File: src/rtl/core/gssb_ram.sv
// Generic single-clock RAM: one write port, one read port, registered read data.
// No dependencies.
`default_nettype none

module gssb_ram #(
    parameter int WIDTH = 16,
    parameter int DEPTH = 16,
    localparam int AW   = (DEPTH > 1) ? $clog2(DEPTH) : 1
) (
    input  wire logic             clk,
    input  wire logic             we,
    input  wire logic [AW-1:0]    waddr,
    input  wire logic [WIDTH-1:0] wdata,
    input  wire logic [AW-1:0]    raddr,
    output logic      [WIDTH-1:0] rdata
);

    logic [WIDTH-1:0] mem [DEPTH];

    always_ff @(posedge clk) begin
        if (we) begin
            mem[waddr] <= wdata;
        end
        rdata <= mem[raddr];
    end

endmodule

`default_nettype wire

File: config.mk
export PLATFORM = sky130hd
export DESIGN_NAME = gssb_ram
export DESIGN_NICKNAME = d
export VERILOG_FILES = /design/src/rtl/core/gssb_ram.sv
export SDC_FILE = /design/constraint.sdc
export NUM_CORES = 1
export LEC_CHECK = 0
export BUFFER_PORTS_ARGS = -buffer_cell sky130_fd_sc_hd__buf_2
export CELL_PAD_IN_SITES_DETAIL_PLACEMENT = 0
export CELL_PAD_IN_SITES_GLOBAL_PLACEMENT = 1
export CORE_UTILIZATION = 35
export CTS_CLUSTER_SIZE = 28
export DETAILED_ROUTE_END_ITERATION = 10
export PLACE_DENSITY_LB_ADDON = 0.1
export SETUP_SLACK_MARGIN = 0.5
export SYNTH_ARGS = -nofsm -noshare
export SYNTH_HDL_FRONTEND = slang
export SYNTH_SLANG_ARGS = --single-unit
export TNS_END_PERCENT = 30
File: constraint.sdc
create_clock -name clk -period 4.5 [get_ports clk]
set_input_delay 0.9 -clock clk [delete_from_list [all_inputs] [get_ports clk]]
set_output_delay 0.9 -clock clk [all_outputs]
set_load 0.02 [all_outputs]
==> run_results.csv <==
group,metric,value,unit
floorplan,die_x,171,um
timing,setup_violations,0,
worst_setup_path,worstReg2RegEnd,"rdata[5]$_DFF_P_",
clocking,cts_buffers,28,
synthesis,ys_ff_latch,272,
timing,final_max_slew_viol_count,0,
cells_and_area,drive_gt1_share,32.8,%
worst_setup_path,reg2reg_setup_slack,3160,ps
run_status,status,"complete, no violations",
worst_setup_path,max_stage_delay,1000,ps
synthesis,ys_warn_count,0,
clocking,cts_tree,"yes",
power_and_ir_drop,power,5.32,mW
global_route,grt_pass1_wl,33.3,mm
worst_setup_path,critPathCaptureType,"flip-flop",
synthesis,synthDistinctLibCells,19,
floorplan,core,28000,um2
clocking,post-cts-setup-buffers,0,
floorplan,floorplan.initialDensity,35.9,%
route,drtIter0Drc,295,
worst_setup_path,crit_arrival,2560,ps
timing,skew,10.3,ps
timing,slew_headroom,13.5,%
clocking,cts_hold_buffers,0,
cells_and_area,layout.cells.non_filler,899,
power_and_ir_drop,powerDensity,455,nW/um2
floorplan,ios,42,
timing,fin_crit,2430,ps
worst_setup_path,reg2reg_from,"mem[3][5]$_DFFE_PP_",
route,vias,4598,
route,drc_errors,0,
synthesis,syn_nets,458,
route,ant_nets,0,
synthesis,ys_seq_area_share,79.7,%
cells_and_area,syn_to_final_growth,16.2,%
clocking,clockBufferDepth,3,
route,wl_per_cell,25.4,um
synthesis,synth_cells,432,
clocking,clock_latency,530,ps
worst_setup_path,cp_max_fo,16,
flow_run,cap_violations,0,
min_path,min_path_cells,3,
place,dp_slack,1470,ps
place,gp_congestion,0.651,
cells_and_area,fin_nets,525,
global_route,gr-total-overflow,0,
timing,rsz0062_at_grt,"false",
global_route,grt_usage,16.2,%
worst_setup_path,worstPathRequired,4630,ps
timing,finalCritPeriodShare,54.1,%
cells_and_area,regArea,8010,um2
route,viasPerCell,5.11,
min_path,holdPathEnd,"rdata[11]$_DFF_P_",
global_route,grt_pass1_vias,4978,
worst_setup_path,worstSetupStartpointType,"primary input",
floorplan,die_h,171,um
synthesis,netlist_area,10000,um2
cells_and_area,n_fill_cell,2473,
timing,finalSetupTns,0,ps
worst_setup_path,reg2reg_depth,3,
clocking,clockRootBuffer,"clkbuf_16",
timing,final_hold_viol_count,0,
clocking,clk_pin_slew,60,ps
power_and_ir_drop,leakagePower,3.76,nW
min_path,hp-start,"mem[14][11]$_DFFE_PP_",
place,dp.cells,847,
timing,hold_slack,667,ps
place,io_buffers,41,
worst_setup_path,crit_slowest_cell,"nor2_2",
worst_setup_path,crit_path_cell_trace,"buf_2, or3b_2, nor2_2",
global_route,antenna_found_initial,0,
timing,layout_setup_ws,2070,ps
place,dp_hpwl,12.6,mm
global_route,grt_max_degree,44,
route,drt_pass1_iterations,4,
clocking,cts_num_sinks,272,
floorplan,fp.dieArea,29400,um2
synthesis,avgSynthCellArea,23.2,um2
timing,timing.fmax,411,MHz
timing,tightestPinTransition,1300,ps
cells_and_area,antenna_cells,0,
worst_setup_path,critPathKind,"primary input to flip-flop",
floorplan,num_rows,61,
route,routed_wl,22.8,mm
cells_and_area,multi_input_area,1970,um2
clocking,htreeDepth,1,
clocking,cts_resized,0,
power_and_ir_drop,vdd_drop_max,262,uV
min_path,hold_path_class,"flip-flop to flip-flop",
layout make-up:
type / instances / share of cell area [%]
clock buffers: 43 / 6.92
clock inverters: 9 / 0.579
multi-input cells: 139 / 16.9
flip-flops and latches: 272 / 68.6
well taps: 378 / 4.05
repair buffers: 58 / 2.98
stage by stage:
step | cell area, um2 | util (%)
global placement | 10800 | 38.5
global route | 11700 | 41.7
detailed placement | 10800 | 38.5
CTS | 11700 | 41.7
finish | 11700 | 41.7
floorplan | 10000 | -
cells in the final DEF, fill, tap and decap left out:
cell,instances
buf_4,17
and2_1,1
nor2_2,13
buf_12,1
dfxtp_1,16
nor2b_2,2
nand2b_1,2
or3b_2,1
clkbuf_16,29
clkinv_1,2
clkbuf_1,11
nand2_1,17
nand3_1,1
buf_2,40
edfxtp_1,256
mux4_1,10
clkinv_2,6
nand3b_1,2
a22oi_1,32
mux4_2,54
clkbuf_8,3
nor3_2,4
bufinv_16,1
layer usage:
metal	track usage (%)	vias up	routed length, um	part of all wire, %
li1	-	1978	-	-
met1	22.9	2458	10200	45
met2	25.6	132	10600	47
met3	3.57	30	1650	7.2
met4	3.49	0	359	1.6
met5	0	-	0	0
sequential cells by signal, indices dropped and copies added, names as in the netlist:
signal	count
mem	256
rdata	16
worst max-delay path by stage:
| stage | cells past startpoint | endpoint | from | slack (ps) |
|---|---|---|---|---|
| after floorplan | 2 | mem[0][0]$_DFFE_PP_ | waddr[2] | 1540 |
| after global routing | 3 | mem[2][13]$_DFFE_PP_ | waddr[2] | 1970 |
| after CTS | 3 | mem[2][13]$_DFFE_PP_ | waddr[2] | 2020 |
| final | 3 | mem[3][13]$_DFFE_PP_ | waddr[2] | 2070 |
| after global placement | 3 | mem[2][3]$_DFFE_PP_ | waddr[2] | 1490 |
| after detailed placement | 3 | mem[2][3]$_DFFE_PP_ | waddr[2] | 1470 |
cells in the mapped netlist:
library cell / n / area (um2)
nor2b_1: 2 / 12.5
dfxtp_1: 16 / 320
buf_2: 3 / 15.0
nand3_1: 1 / 5.00
buf_1: 3 / 11.3
mux4_1: 10 / 263
nor2_1: 13 / 48.8
nand2_1: 17 / 63.8
clkbuf_1: 8 / 30.0
nor3_1: 4 / 20.0
buf_6: 4 / 45.0
buf_4: 3 / 22.5
mux4_2: 54 / 1220
and2_1: 1 / 6.26
nand3b_1: 2 / 15.0
or3b_2: 1 / 8.76
nand2b_1: 2 / 12.5
edfxtp_1: 256 / 7690
a22oi_1: 32 / 240
cell families after synthesis:
logic type,Yosys count,share of synthesized area [%]
compound gates,32,2.39
buf+inv,21,1.23
flops,272,79.7
mux,64,14.7
simple gates,43,1.92
power by group:
group / switching, mW / internal (mW) / total, mW
Clock: 0.913 / 1.29 / 2.20
Sequential: 0.0166 / 2.83 / 2.85
Combinational: 0.164 / 0.103 / 0.267
critical path: cells and delay by family:
family / cells / cell delay (ps)
buffers and inverters: 1 / 120
and+or+nand+nor: 2 / 1540
Note: power is estimated with default switching activity, not from simulation.
